[config.mk]
export PLATFORM = sky130hd
export DESIGN_NAME = zero_cross_relay_sequencer
export DESIGN_NICKNAME = d
export VERILOG_FILES = /design/src/design/zcrs_pkg.sv /design/src/design/zcrs_step.sv /design/src/design/zero_cross_relay_sequencer.sv
export SDC_FILE = /design/constraint.sdc
export NUM_CORES = 1
export LEC_CHECK = 0
export CAP_MARGIN = 10
export CORE_UTILIZATION = 47
export CTS_CLUSTER_SIZE = 28
export DETAILED_ROUTE_END_ITERATION = 7
export DONT_BUFFER_PORTS = 1
export GPL_TIMING_DRIVEN = 0
export SKIP_CTS_REPAIR_TIMING = 1
export SLEW_MARGIN = 15
export SYNTH_ARGS = -nofsm -noshare
export SYNTH_HDL_FRONTEND = slang
export SYNTH_SLANG_ARGS = --single-unit
export TNS_END_PERCENT = 50
[constraint.sdc]
create_clock -name clk -period 10 [get_ports clk]
set_clock_uncertainty 0.15 [all_clocks]
set_input_delay 2 -clock clk [delete_from_list [all_inputs] [get_ports clk]]
set_output_delay 2 -clock clk [all_outputs]
set_load 0.005 [all_outputs]
[src/design/zcrs_pkg.sv]
// zero-crossing relay sequencer: shared widths, phase codes and record types
// no dependencies; used by zcrs_step and zero_cross_relay_sequencer
package zcrs_pkg;

    localparam int RELAY_COUNT    = 4;
    localparam int SAMPLE_BITS    = 12;
    localparam int COUNTER_BITS   = 20;
    localparam int INDEX_BITS     = 2;
    localparam int ERR_BITS       = 2;
    localparam int CFG_INDEX_BITS = 3;
    localparam int CFG_DATA_BITS  = 20;

    // register indexes on the configuration port
    localparam logic [CFG_INDEX_BITS-1:0] REG_HIGH_THRESHOLD  = 3'd0;
    localparam logic [CFG_INDEX_BITS-1:0] REG_LOW_THRESHOLD   = 3'd1;
    localparam logic [CFG_INDEX_BITS-1:0] REG_TIMEOUT_TICKS   = 3'd2;
    localparam logic [CFG_INDEX_BITS-1:0] REG_ERROR_LIMIT     = 3'd3;
    localparam logic [CFG_INDEX_BITS-1:0] REG_DELAY_ON_TICKS  = 3'd4;
    localparam logic [CFG_INDEX_BITS-1:0] REG_DELAY_OFF_TICKS = 3'd5;

    typedef enum logic [2:0] {
        PH_IDLE,
        PH_WAIT_HIGH,
        PH_WAIT_LOW,
        PH_ON_THEN_OFF,
        PH_OFF_THEN_ON,
        PH_ON_LAST,
        PH_OFF_LAST
    } phase_t;

    typedef struct packed {
        logic [SAMPLE_BITS-1:0]  high_threshold;
        logic [SAMPLE_BITS-1:0]  low_threshold;
        logic [COUNTER_BITS-1:0] timeout_ticks;
        logic [ERR_BITS-1:0]     error_limit;
        logic [COUNTER_BITS-1:0] delay_on_ticks;
        logic [COUNTER_BITS-1:0] delay_off_ticks;
    } cfg_t;

    typedef struct packed {
        logic                   mode;
        logic [SAMPLE_BITS-1:0] sample;
        logic [INDEX_BITS-1:0]  relay_index;
        logic                   turn_on;
    } item_t;

    typedef struct packed {
        phase_t                  phase;
        logic [COUNTER_BITS-1:0] cnt;
        logic [ERR_BITS-1:0]     err;
        logic                    fault;
        logic [RELAY_COUNT-1:0]  pend;
        logic [RELAY_COUNT-1:0]  tgt;
        logic [RELAY_COUNT-1:0]  relay;
        logic                    start;
    } state_t;

endpackage

[src/design/zcrs_step.sv]
// zero-crossing relay sequencer: next-state logic for one transfer
// depends on zcrs_pkg
module zcrs_step
    import zcrs_pkg::*;
(
    input  state_t cur,
    input  cfg_t   cfg,
    input  item_t  item,
    output state_t nxt
);

    logic [COUNTER_BITS-1:0] diff;
    state_t                  work;

    function automatic state_t close_seq(state_t s);
        s.phase = PH_IDLE;
        s.start = (s.pend != '0);
        return s;
    endfunction

    function automatic state_t apply_ons(state_t s);
        logic [RELAY_COUNT-1:0] ons;
        ons     = s.pend & s.tgt;
        s.relay = s.relay | ons;
        s.pend  = s.pend & ~ons;
        return s;
    endfunction

    function automatic state_t apply_offs(state_t s);
        logic [RELAY_COUNT-1:0] offs;
        offs    = s.pend & ~s.tgt;
        s.relay = s.relay & ~offs;
        s.pend  = s.pend & ~offs;
        return s;
    endfunction

    function automatic state_t run_stage(state_t s, phase_t ph,
                                         logic [COUNTER_BITS-1:0] d,
                                         logic [COUNTER_BITS-1:0] dd);
        state_t r;
        r = s;
        if (d != '0)
        begin
            r.phase = ph;
            r.cnt   = d;
        end
        else
        begin
            unique case (ph)
                PH_ON_THEN_OFF:
                begin
                    r = apply_ons(r);
                    if (dd != '0)
                    begin
                        r.phase = PH_OFF_LAST;
                        r.cnt   = dd;
                    end
                    else
                    begin
                        r = close_seq(apply_offs(r));
                    end
                end
                PH_OFF_THEN_ON:
                begin
                    r = apply_offs(r);
                    if (dd != '0)
                    begin
                        r.phase = PH_ON_LAST;
                        r.cnt   = dd;
                    end
                    else
                    begin
                        r = close_seq(apply_ons(r));
                    end
                end
                PH_ON_LAST:
                begin
                    r = close_seq(apply_ons(r));
                end
                default:
                begin
                    r = close_seq(apply_offs(r));
                end
            endcase
        end
        return r;
    endfunction

    function automatic state_t crossing(state_t s, cfg_t c, logic [COUNTER_BITS-1:0] dd);
        logic [RELAY_COUNT-1:0] ons;
        logic [RELAY_COUNT-1:0] offs;
        state_t                 r;
        ons  = s.pend & s.tgt;
        offs = s.pend & ~s.tgt;
        if (ons != '0 && offs != '0)
        begin
            if (c.delay_off_ticks < c.delay_on_ticks)
                r = run_stage(s, PH_OFF_THEN_ON, c.delay_off_ticks, dd);
            else
                r = run_stage(s, PH_ON_THEN_OFF, c.delay_on_ticks, dd);
        end
        else if (ons != '0)
        begin
            r = run_stage(s, PH_ON_LAST, c.delay_on_ticks, dd);
        end
        else if (offs != '0)
        begin
            r = run_stage(s, PH_OFF_LAST, c.delay_off_ticks, dd);
        end
        else
        begin
            r = close_seq(s);
        end
        return r;
    endfunction

    function automatic state_t low_eval(state_t s, cfg_t c, logic [SAMPLE_BITS-1:0] smp,
                                        logic [COUNTER_BITS-1:0] dd);
        state_t r;
        if (smp <= c.low_threshold || s.cnt >= c.timeout_ticks)
        begin
            r = crossing(s, c, dd);
        end
        else
        begin
            r       = s;
            r.cnt   = s.cnt + COUNTER_BITS'(1);
            r.phase = PH_WAIT_LOW;
        end
        return r;
    endfunction

    function automatic state_t high_eval(state_t s, cfg_t c, logic [SAMPLE_BITS-1:0] smp,
                                         logic [COUNTER_BITS-1:0] dd);
        logic [ERR_BITS:0] inc;
        state_t            r;
        r   = s;
        inc = {1'b0, s.err} + (ERR_BITS+1)'(1);
        if (smp >= c.high_threshold)
        begin
            r.err   = '0;
            r.fault = 1'b0;
            r.cnt   = '0;
            r       = low_eval(r, c, smp, dd);
        end
        else if (s.cnt >= c.timeout_ticks)
        begin
            // saturating timeout count, fault once past the limit
            if (inc > {1'b0, c.error_limit})
            begin
                r.fault = 1'b1;
                if (c.error_limit == '1)
                    inc = {1'b0, c.error_limit};
                else
                    inc = {1'b0, c.error_limit} + (ERR_BITS+1)'(1);
            end
            r.err = inc[ERR_BITS-1:0];
            r.cnt = '0;
            r     = low_eval(r, c, smp, dd);
        end
        else
        begin
            r.cnt   = s.cnt + COUNTER_BITS'(1);
            r.phase = PH_WAIT_HIGH;
        end
        return r;
    endfunction

    always_comb
    begin
        if (cfg.delay_on_ticks > cfg.delay_off_ticks)
            diff = cfg.delay_on_ticks - cfg.delay_off_ticks;
        else
            diff = cfg.delay_off_ticks - cfg.delay_on_ticks;
    end

    always_comb
    begin
        nxt  = cur;
        work = cur;
        if (item.mode)
        begin
            if (int'(item.relay_index) < RELAY_COUNT)
            begin
                nxt.pend[item.relay_index] = 1'b1;
                nxt.tgt[item.relay_index]  = item.turn_on;
                nxt.start                  = 1'b1;
            end
        end
        else
        begin
            unique case (cur.phase)
                PH_IDLE:
                begin
                    if (cur.start)
                    begin
                        work.start = 1'b0;
                        work.cnt   = '0;
                        nxt        = high_eval(work, cfg, item.sample, diff);
                    end
                end
                PH_WAIT_HIGH:
                begin
                    nxt = high_eval(cur, cfg, item.sample, diff);
                end
                PH_WAIT_LOW:
                begin
                    nxt = low_eval(cur, cfg, item.sample, diff);
                end
                PH_ON_THEN_OFF, PH_OFF_THEN_ON, PH_ON_LAST, PH_OFF_LAST:
                begin
                    work.cnt = cur.cnt - COUNTER_BITS'(1);
                    if (work.cnt == '0)
                        nxt = run_stage(work, cur.phase, '0, diff);
                    else
                        nxt = work;
                end
                default:
                begin
                    nxt.phase = PH_IDLE;
                end
            endcase
        end
    end

endmodule

[src/design/zero_cross_relay_sequencer.sv]
// zero-crossing relay sequencer top level: input register, state and result registers
// depends on zcrs_pkg and zcrs_step
//
//  channel  | handshake           | payload
//  ---------+---------------------+-------------------------------------------
//  input    | in_valid / in_ready | mode, sample, relay_index, turn_on
//  result   | out_valid/out_ready | relay_outputs, pending_mask, busy_res, fault
//  config   | cfg_write           | cfg_index, cfg_data
//
// one transfer per cycle while the result is not stalled; a result passes the input register, then the state register
// the rate is set by the combinational next-state logic in zcrs_step
// reset clears the state and loads the default register values
// a stalled result holds the state; the input register still takes one more transfer
module zero_cross_relay_sequencer
    import zcrs_pkg::*;
(
    input  logic                      clk,
    input  logic                      rst_n,
    input  logic                      in_valid,
    output logic                      in_ready,
    input  logic                      mode,
    input  logic [SAMPLE_BITS-1:0]    sample,
    input  logic [INDEX_BITS-1:0]     relay_index,
    input  logic                      turn_on,
    output logic                      out_valid,
    input  logic                      out_ready,
    output logic [RELAY_COUNT-1:0]    relay_outputs,
    output logic [RELAY_COUNT-1:0]    pending_mask,
    output logic                      busy_res,
    output logic                      fault,
    input  logic                      cfg_write,
    input  logic [CFG_INDEX_BITS-1:0] cfg_index,
    input  logic [CFG_DATA_BITS-1:0]  cfg_data
);

    localparam logic [SAMPLE_BITS-1:0]  HIGH_THRESHOLD_RESET = 12'd3300;
    localparam logic [SAMPLE_BITS-1:0]  LOW_THRESHOLD_RESET  = 12'd700;
    localparam logic [COUNTER_BITS-1:0] TIMEOUT_RESET        = 20'd200000;
    localparam logic [ERR_BITS-1:0]     ERROR_LIMIT_RESET    = 2'd2;

    cfg_t   cfg_reg;
    item_t  item_reg;
    logic   item_valid_reg;
    logic   out_valid_reg;
    state_t state_reg;
    state_t state_next;
    logic   advance;

    assign advance  = item_valid_reg && (!out_valid_reg || out_ready);
    assign in_ready = !item_valid_reg || advance;

    // configuration registers
    always_ff @(posedge clk or negedge rst_n)
    begin
        if (!rst_n)
        begin
            cfg_reg.high_threshold  <= HIGH_THRESHOLD_RESET;
            cfg_reg.low_threshold   <= LOW_THRESHOLD_RESET;
            cfg_reg.timeout_ticks   <= TIMEOUT_RESET;
            cfg_reg.error_limit     <= ERROR_LIMIT_RESET;
            cfg_reg.delay_on_ticks  <= '0;
            cfg_reg.delay_off_ticks <= '0;
        end
        else if (cfg_write)
        begin
            unique case (cfg_index)
                REG_HIGH_THRESHOLD:  cfg_reg.high_threshold  <= cfg_data[SAMPLE_BITS-1:0];
                REG_LOW_THRESHOLD:   cfg_reg.low_threshold   <= cfg_data[SAMPLE_BITS-1:0];
                REG_TIMEOUT_TICKS:   cfg_reg.timeout_ticks   <= cfg_data[COUNTER_BITS-1:0];
                REG_ERROR_LIMIT:     cfg_reg.error_limit     <= cfg_data[ERR_BITS-1:0];
                REG_DELAY_ON_TICKS:  cfg_reg.delay_on_ticks  <= cfg_data[COUNTER_BITS-1:0];
                REG_DELAY_OFF_TICKS: cfg_reg.delay_off_ticks <= cfg_data[COUNTER_BITS-1:0];
                default:             ;
            endcase
        end
    end

    // input register
    always_ff @(posedge clk or negedge rst_n)
    begin
        if (!rst_n)
            item_valid_reg <= 1'b0;
        else if (in_valid && in_ready)
            item_valid_reg <= 1'b1;
        else if (advance)
            item_valid_reg <= 1'b0;
    end

    always_ff @(posedge clk)
    begin
        if (in_valid && in_ready)
        begin
            item_reg.mode        <= mode;
            item_reg.sample      <= sample;
            item_reg.relay_index <= relay_index;
            item_reg.turn_on     <= turn_on;
        end
    end

    zcrs_step u_step (
        .cur  (state_reg),
        .cfg  (cfg_reg),
        .item (item_reg),
        .nxt  (state_next)
    );

    // state doubles as the result register: it only moves when the result slot frees
    always_ff @(posedge clk or negedge rst_n)
    begin
        if (!rst_n)
        begin
            state_reg     <= '0;
            out_valid_reg <= 1'b0;
        end
        else if (advance)
        begin
            state_reg     <= state_next;
            out_valid_reg <= 1'b1;
        end
        else if (out_ready)
        begin
            out_valid_reg <= 1'b0;
        end
    end

    assign out_valid     = out_valid_reg;
    assign relay_outputs = state_reg.relay;
    assign pending_mask  = state_reg.pend;
    assign busy_res      = (state_reg.phase != PH_IDLE);
    assign fault         = state_reg.fault;

    a_state_hold: assert property (@(posedge clk) disable iff (!rst_n)
        !advance |=> $stable(state_reg))
        else $error("state moved without a transfer");

    a_result_hold: assert property (@(posedge clk) disable iff (!rst_n)
        out_valid_reg && !out_ready |=> $stable(state_reg))
        else $error("result changed while stalled");

    a_countdown_nonzero: assert property (@(posedge clk) disable iff (!rst_n)
        (state_reg.phase == PH_ON_THEN_OFF || state_reg.phase == PH_OFF_THEN_ON ||
         state_reg.phase == PH_ON_LAST || state_reg.phase == PH_OFF_LAST)
        |-> state_reg.cnt != '0)
        else $error("switching delay counter at zero");

    a_ready_when_empty: assert property (@(posedge clk) disable iff (!rst_n)
        !out_valid_reg |-> in_ready)
        else $error("input blocked with empty result slot");

endmodule
==> results of run 1 <==
## how the worst max path moves through the flow
stage               slack [ns]  cells past startpoint        from            end
floorplan                 5.68                      1   out_ready       in_ready
global placement          4.19                     17  cfg_reg[4]  state_reg[30]
detailed placement        4.24                     16  cfg_reg[4]  state_reg[23]
CTS                       4.17                     16  cfg_reg[4]  state_reg[29]
global route              3.68                     17  cfg_reg[4]  state_reg[30]
finish                    3.83                     17  cfg_reg[4]  state_reg[30]
## metrics by stage
step / power [mW] / hold slack (ns) / instances
finish: 4.55 / 0.340 / 2077
global route: 4.78 / 0.377 / 2077
CTS: 4.42 / 0.345 / 2077
detailed placement: 3.73 / 0.325 / 2045
global placement: 3.73 / 0.319 / 2045
floorplan: 2.81 / 0.307 / 1673
## layout make-up
| class | count | area (sq um) | area share, % |
|---|---|---|---|
| buffer | 120 | 528 | 3.72 |
| clock buffer | 17 | 425 | 3.00 |
| clock inverter | 15 | 185 | 1.30 |
| inverter | 109 | 409 | 2.88 |
| multi-input combinational | 1301 | 8500 | 59.9 |
| sequential | 143 | 3680 | 25.9 |
| tap | 372 | 465 | 3.28 |
## per-layer routing
| layer | vias up | share of wire [%] | wire (microns) |
|---|---|---|---|
| met5 | - | 0 | 0 |
| met4 | 0 | 3.7 | 1980 |
| met3 | 128 | 9.1 | 4820 |
| met2 | 774 | 44 | 23200 |
| met1 | 6553 | 43 | 23000 |
| li1 | 6237 | - | - |
## power breakdown
part / switching, mW / internal (mW)
clock network: 0.336 / 0.340
registers: 0.160 / 0.740
logic: 2.02 / 0.954
## worst max-delay path, cell delays in order, from the launching register on
cell      delay, ns
dfrtp_1        0.60
inv_1          0.09
ha_1           0.29
clkbuf_1       0.31
nand4_1        0.30
nor2_1         0.29
nand2_1        0.29
clkbuf_1       0.36
nand4_1        0.20
o22ai_1        0.10
xor2_1         0.66
o221ai_1       0.41
nor3_2         0.65
a41oi_1        0.25
o21ai_1        0.32
clkbuf_1       0.45
o21ai_0        0.20
o21ai_0        0.12
## cells in the mapped netlist (6+ instances only)
cell type / number
or3_1: 11
a21o_1: 30
ha_1: 89
buf_2: 20
a31oi_1: 18
o211ai_1: 22
xnor2_1: 28
o221ai_1: 13
dfrtp_1: 108
a22oi_1: 9
mux2_2: 30
dfstp_2: 19
a211oi_1: 41
inv_1: 108
nor2_1: 106
and3_1: 16
edfxtp_1: 16
a221oi_1: 13
nand4_1: 25
nand3_1: 33
nor3_1: 36
a211o_1: 6
o21ai_0: 174
xor2_1: 16
nand2b_1: 25
and2_1: 14
or2_2: 9
nand2_1: 182
o31ai_1: 12
nor2b_1: 9
clkbuf_1: 84
nor4_1: 36
a221o_1: 10
buf_4: 12
a21oi_1: 129
and4_1: 10
o22ai_1: 25
## cells by family (layout without fill, tap and decap cells)
kind of cell               count (synthesis)  in the layout
AOI/OAI and AO/OA                        581            581
and+or+nand+nor                          550            550
buffers and inverters                    229            261
DFF                                      143            143
adders and majority gates                 92             92
xor gates and xnor gates                  44             44
muxes                                     34             34
==> metrics.md, run 1 <==
| Metric | Value |
|---|---|
| H-tree depth reported by CTS | 4 |
| Slew @ Worst Pin | 1.22 ns |
| Insertion delay to the later sink of the worst-skew pair | 0.45 ns |
| Max reg flops | 86 |
| Number of enable flip-flop cells after synthesis | 16 |
| Synth Flop Type | dfrtp_1 |
| Largest family of logic cells by synthesized area | compound AO/OA/AOI/OAI gates |
| Top cells by area in the synthesized netlist | dfrtp_1 21%, ha_1 8.5%, o21ai_0 6.6% |
| DRC | 0 |
| Count of cell types in the netlist | 90 |
| Setup slack of the worst register-to-register path | 3.83 ns |
| Static leakage | 5.74 nW |
| Area of the mapped netlist | 13,100 sq um |
| DR iter-0 viols | 1,936 |
| Cell accounting for the most synthesized area | dfrtp_1 |
| Worst endpoint required time | 10.21 ns |
| Share of synthesized area spent on multiplexers | 2.88% |
| FILL cells | 2,757 |
| Hold path startpoint | item_valid_reg |
| Total clock buffers created by CTS | 17 |
| Layout overhead on the synthesized area | 8.31% |
| Setup TNS | 0 ns |
| Busiest grt layer | met2 |
| End of the worst register-to-register path | state_reg[30] |
| Die outline height | 169 microns |
| Vias in the first global route | 12,700 |
| Clock input transition at the sequential cells of the worst setup and hold paths | 0.07 ns |
| Final critical-path share of the clock period | 61.7% |
| Global-route track usage on met1 | 52.2% |
| Share of final-layout standard cells stronger than drive strength 1 | 8.68% |
| Nets | 1,828 |
| Synth Area in Compound Gates | 28.8% |
| Tot GR Track Use | 37.1% |
| Clock tree from TritonCTS | done |
| Number of antenna violations at the first check in global routing | 0 |
| # port buffers | 0 |
| Hold path cells | 1 |
| Worst setup slack after placement | 4.24 ns |
| Leading cell types in the layout, fill and taps excluded | 182 x nand2_1, 174 x o21ai_0, 129 x a21oi_1, 108 x inv_1, 108 x dfrtp_1 |
| Number of ports placed on the die boundary | 56 |
| Worst Reg2Reg Path Length in Cells | 17 |
| Worst-case vdd ir drop | 0.131 mV |
| Post-synthesis sequential area ratio | 28.1% |
| Inserted Diodes | 0 |
| Worst Hold Path EP | out_valid |
| R2R Path Start | cfg_reg[4] |
| HP Class | reg2reg |
| Max-slew headroom at the worst pin | 18.1% |
| Maximum fanout along the worst path | 10 |
| CP startpoint kind | flip-flop |
| First-pass GRT wire length | 79,300 microns |
| Number of flip-flops and latches in the synthesized netlist | 143 |
| Setup repair after global routing missed its margin | false |
| Initial Utilization | 48.2% |
| Post-layout worst setup margin | 3.83 ns |
| GR Layer Usage met2 | 57.0% |
| Final critical-path required period | 6.17 ns |
| Fraction of synthesis flops using an asynchronous set or reset pin | 88.8% |
| Area share of the leading cell type in the synthesized netlist | 20.6% |
| Sink Count | 143 |
| Largest net degree at the start of global routing | 128 |
| Placement row count | 60 |
| Final ANT Viol Nets | 0 |
| Routability cong. | 0.986 |
| Leading cell type in the layout, fill and taps excluded | nand2_1 |
| Max cap viols | 0 |
| Detailed-route via count | 13,700 |
| Kind of critical path | reg2reg |
| Maximum clock frequency | 162 MHz |
| Iteration count of the initial detailed-routing pass | 6 |
| CTS Root Cell | clkbuf_16 |
| Mean routed wirelength per cell | 25.5 microns |
| Die area | 28,600 sq um |
| WP data arrival | 6.38 ns |
| Net count after synthesis | 1,809 |
| Synthesized area per cell | 7.83 sq um |
| Count of synthesis-stage warnings from yosys | 0 |
| Power density over cell area | 321 nW/um^2 |
| Estimated wirelength of the detail-placed design | 40,600 microns |
| Total overflow reported by the global router | 0 |
| Critical path capture point type | flip-flop |
| Final core occ | 52.2% |
| Area share of xor/xnor cells in the synthesized design | 2.94% |
| Final standard cell area without fillers | 14,200 sq um |
| Final number of max-transition violations | 0 |
| Cell count after synthesis | 1,673 |
| Core outline area | 27,200 sq um |
| Horizontal die dimension | 169 microns |
| Post-place instance area | 13,600 sq um |
| Simple logic cell fraction of the synthesized area | 21.2% |
| M3 GR Usage | 6.31% |
| Run status | complete, no violations |
| Overall routed net length | 53,100 microns |
| Setup violations, final | 0 |
| Final number of hold-violating endpoints | 0 |
| Clk buf depth | 2 |
| Synth Area in Adders | 8.96% |
| Vias per std cell | 6.59 |
Power figures use the tool's default switching activity.
==> run 2, diff against run 1 <==
==> constraint.sdc (replaced) <==
create_clock -name clk -period 5.63 [get_ports clk]
set_clock_uncertainty 0.15 [all_clocks]
set_input_delay 1.126 -clock clk [delete_from_list [all_inputs] [get_ports clk]]
set_output_delay 1.126 -clock clk [all_outputs]
set_load 0.005 [all_outputs]
==> run 2 against run 1 <==
Net effect:
- critical path depth shrank 1
- count of clock-buffer cells in the layout did not move
- core utilization up 0.16 points
- routed wire length barely moved
- worst hold slack got worse by 0.11 ns
- global-route usage did not move
- register-to-register slack lost 3.7 ns
- maximum frequency increased by 13%
- final area increased by 0.31%
- final cell count hardly changed
- non-clock buffer count increased by 1
- first-iteration DRC count increased by 1.1%
- critical path type unchanged
- largest power group unchanged
==> metrics.md, run 2 (synthesized netlist as in run 1, its figures left out) <==
| Metric | Value |
|---|---|
| First-pass GRT wire length | 79,300 microns (unchanged) |
| Total clock buffers created by CTS | 17 (unchanged) |
| Cell total after placement | 2,045 (unchanged) |
| Switching power | 4.47 mW (+77%) |
| Placement row count | 60 (unchanged) |
| Initial Utilization | 48.2% (unchanged) |
| Leading cell types in the layout, fill and taps excluded | 182 x nand2_1, 174 x o21ai_0, 129 x a21oi_1, 108 x inv_1, 108 x dfrtp_1 |
| Leading cell type in the layout, fill and taps excluded | nand2_1 |
| Max reg flops | 86 (unchanged) |
| Detailed-route via count | 13,700 (+0.20%) |
| Kind of critical path | reg2reg |
| Setup TNS | 0 ns (unchanged) |
| DR iter-0 viols | 1,958 (+1.1%) |
| Final worst hold slack | 0.228 ns (-0.112 ns) |
| Worst endpoint required time | 5.79 ns (-4.42 ns) |
| Maximum fanout along the worst path | 10 (unchanged) |
| Final ANT Viol Nets | 0 (unchanged) |
| Insertion delay to the later sink of the worst-skew pair | 0.45 ns (about the same) |
| Routability cong. | 0.986 (unchanged) |
| H-tree depth reported by CTS | 4 (unchanged) |
| Final core occ | 52.4% (+0.16 points) |
| Final number of hold-violating endpoints | 0 (unchanged) |
| Slew @ Worst Pin | 1.32 ns (+0.0977 ns) |
| Maximum clock frequency | 183 MHz (+13%) |
| Die area | 28,600 sq um (unchanged) |
| HP Class | in2async |
| Iteration count of the initial detailed-routing pass | 6 (unchanged) |
| Mean routed wirelength per cell | 25.5 microns (-0.15%) |
| Worst setup slack after placement | -0.131 ns (-4.37 ns) |
| Clock tree from TritonCTS | done |
| DRC | 0 (unchanged) |
| Switching part of the total power | 55.1% (-0.18 points) |
| CP startpoint kind | flip-flop |
| Total overflow reported by the global router | 0 (unchanged) |
| Post-Layout Cell Count | 2,078 (+0.048%) |
| Static leakage | 5.78 nW (+0.71%) |
| FILL cells | 2,751 (-0.22%) |
| Horizontal die dimension | 169 microns (unchanged) |
| Clk buf depth | 2 (unchanged) |
| Final critical-path share of the clock period | 97.2% (+36 points) |
| Overall routed net length | 53,000 microns (about the same) |
| Number of ports placed on the die boundary | 56 (unchanged) |
| Final critical-path required period | 5.47 ns (-0.696 ns) |
| Post-layout worst setup margin | 0.156 ns (-3.67 ns) |
| Run status | complete, no violations |
| Max-slew headroom at the worst pin | 11.5% (-6.5 points) |
| Estimated wirelength of the detail-placed design | 40,600 microns (unchanged) |
| Worst-case vdd ir drop | 0.233 mV (+78%) |
| Setup violations, final | 0 (unchanged) |
| Number of antenna violations at the first check in global routing | 0 (unchanged) |
| Layout overhead on the synthesized area | 8.64% |
| Worst Reg2Reg Path Length in Cells | 16 (-1) |
| Die outline height | 169 microns (unchanged) |
| Setup repair after global routing missed its margin | false |
| Share of final-layout standard cells stronger than drive strength 1 | 9.09% (+0.41 points) |
| Clock input transition at the sequential cells of the worst setup and hold paths | 0.07 ns (about the same) |
| Core outline area | 27,200 sq um (unchanged) |
| Power density over cell area | 569 nW/um^2 (+77%) |
| Fraction of power consumed by the clock network | 14.8% (about the same) |
| Inserted Diodes | 0 (unchanged) |
| CTS Root Cell | clkbuf_16 |
| Vias per std cell | 6.60 (+0.15%) |
| Part of the total power dissipated in sequential elements | 19.7% (about the same) |
| Sink Count | 143 (unchanged) |
| Internal portion of total power | 3.64 mW (+79%) |
| WP data arrival | 5.63 ns (-0.75 ns) |
| Combinational Power Share | 65.5% (about the same) |
| Critical path capture point type | flip-flop |
| End of the worst register-to-register path | state_reg[36] |
| Max cap viols | 0 (unchanged) |
| Final number of max-transition violations | 0 (unchanged) |
| Tot GR Track Use | 37.1% (unchanged) |
| Vias in the first global route | 12,700 (unchanged) |
| R2R Path Start | cfg_reg[4] |
| # port buffers | 0 (unchanged) |
| Largest net degree at the start of global routing | 128 (unchanged) |
| Setup slack of the worst register-to-register path | 0.16 ns (-3.67 ns) |
| Nets | 1,829 (+0.055%) |
==> run 2: critical path, stage by stage, from the launching register on <==
cell	delay (ns)
dfrtp_1	0.60
inv_1	0.09
ha_1	0.29
clkbuf_1	0.31
nand4_1	0.34
a21oi_1	0.28
a221o_1	0.28
o21bai_1	0.29
nand2_1	0.34
o22ai_1	0.29
xnor2_1	0.33
nor3_4	0.51
and2_1	0.36
buf_2	0.35
o21ai_0	0.12
a22oi_1	0.26
o22ai_1	0.15
==> run 2: final cells by class <==
cell class | instances | area, sq um | area share (%)
clock inverters | 15 | 185 | 1.30
inverters | 109 | 409 | 2.87
repair buffers | 1 | 7.51 | 0.0527
clock buffers | 17 | 425 | 2.99
well taps | 372 | 465 | 3.27
plain buffers | 120 | 532 | 3.74
multi-input cells | 1301 | 8530 | 59.9
flip-flops and latches | 143 | 3680 | 25.9
==> run 2: worst max path at each step <==
stage / end / slack, ns / from
2_1_floorplan: state_reg[19] / 1.43 / cfg_reg[20]
3_3_place_gp: state_reg[30] / -0.18 / cfg_reg[4]
6_report: state_reg[36] / 0.16 / cfg_reg[4]
3_5_place_dp: state_reg[23] / -0.13 / cfg_reg[4]
4_1_cts: state_reg[29] / -0.20 / cfg_reg[4]
5_1_grt: relay_outputs[3] / 0.04 / cfg_reg[4]
==> run 2: layer usage <==
layer | track usage [%] | up-vias | wire length [microns]
met1 | 52.2 | 6558 | 23100
met4 | 14.0 | 0 | 1950
met3 | 6.31 | 130 | 4820
met2 | 57.0 | 805 | 23100
li1 | - | 6226 | -
met5 | 0 | - | 0
==> run 2: through the flow <==
stage	total power [mW]	instance area (sq um)
after floorplan	4.99	13100
after detailed placement	6.62	13600
after CTS	7.84	14200
after global placement	6.62	13600
after global routing	8.53	14200
final	8.11	14200
==> run 2: power groups by stage <==
| stage | registers (mW) | clock network [mW] | logic [mW] |
|---|---|---|---|
| after detailed placement | 1.61 | 0 | 5.02 |
| after global routing | 1.62 | 1.24 | 5.67 |
| after CTS | 1.59 | 1.20 | 5.05 |
| final | 1.60 | 1.20 | 5.31 |
| after floorplan | 1.49 | 0 | 3.50 |
| after global placement | 1.60 | 0 | 5.02 |
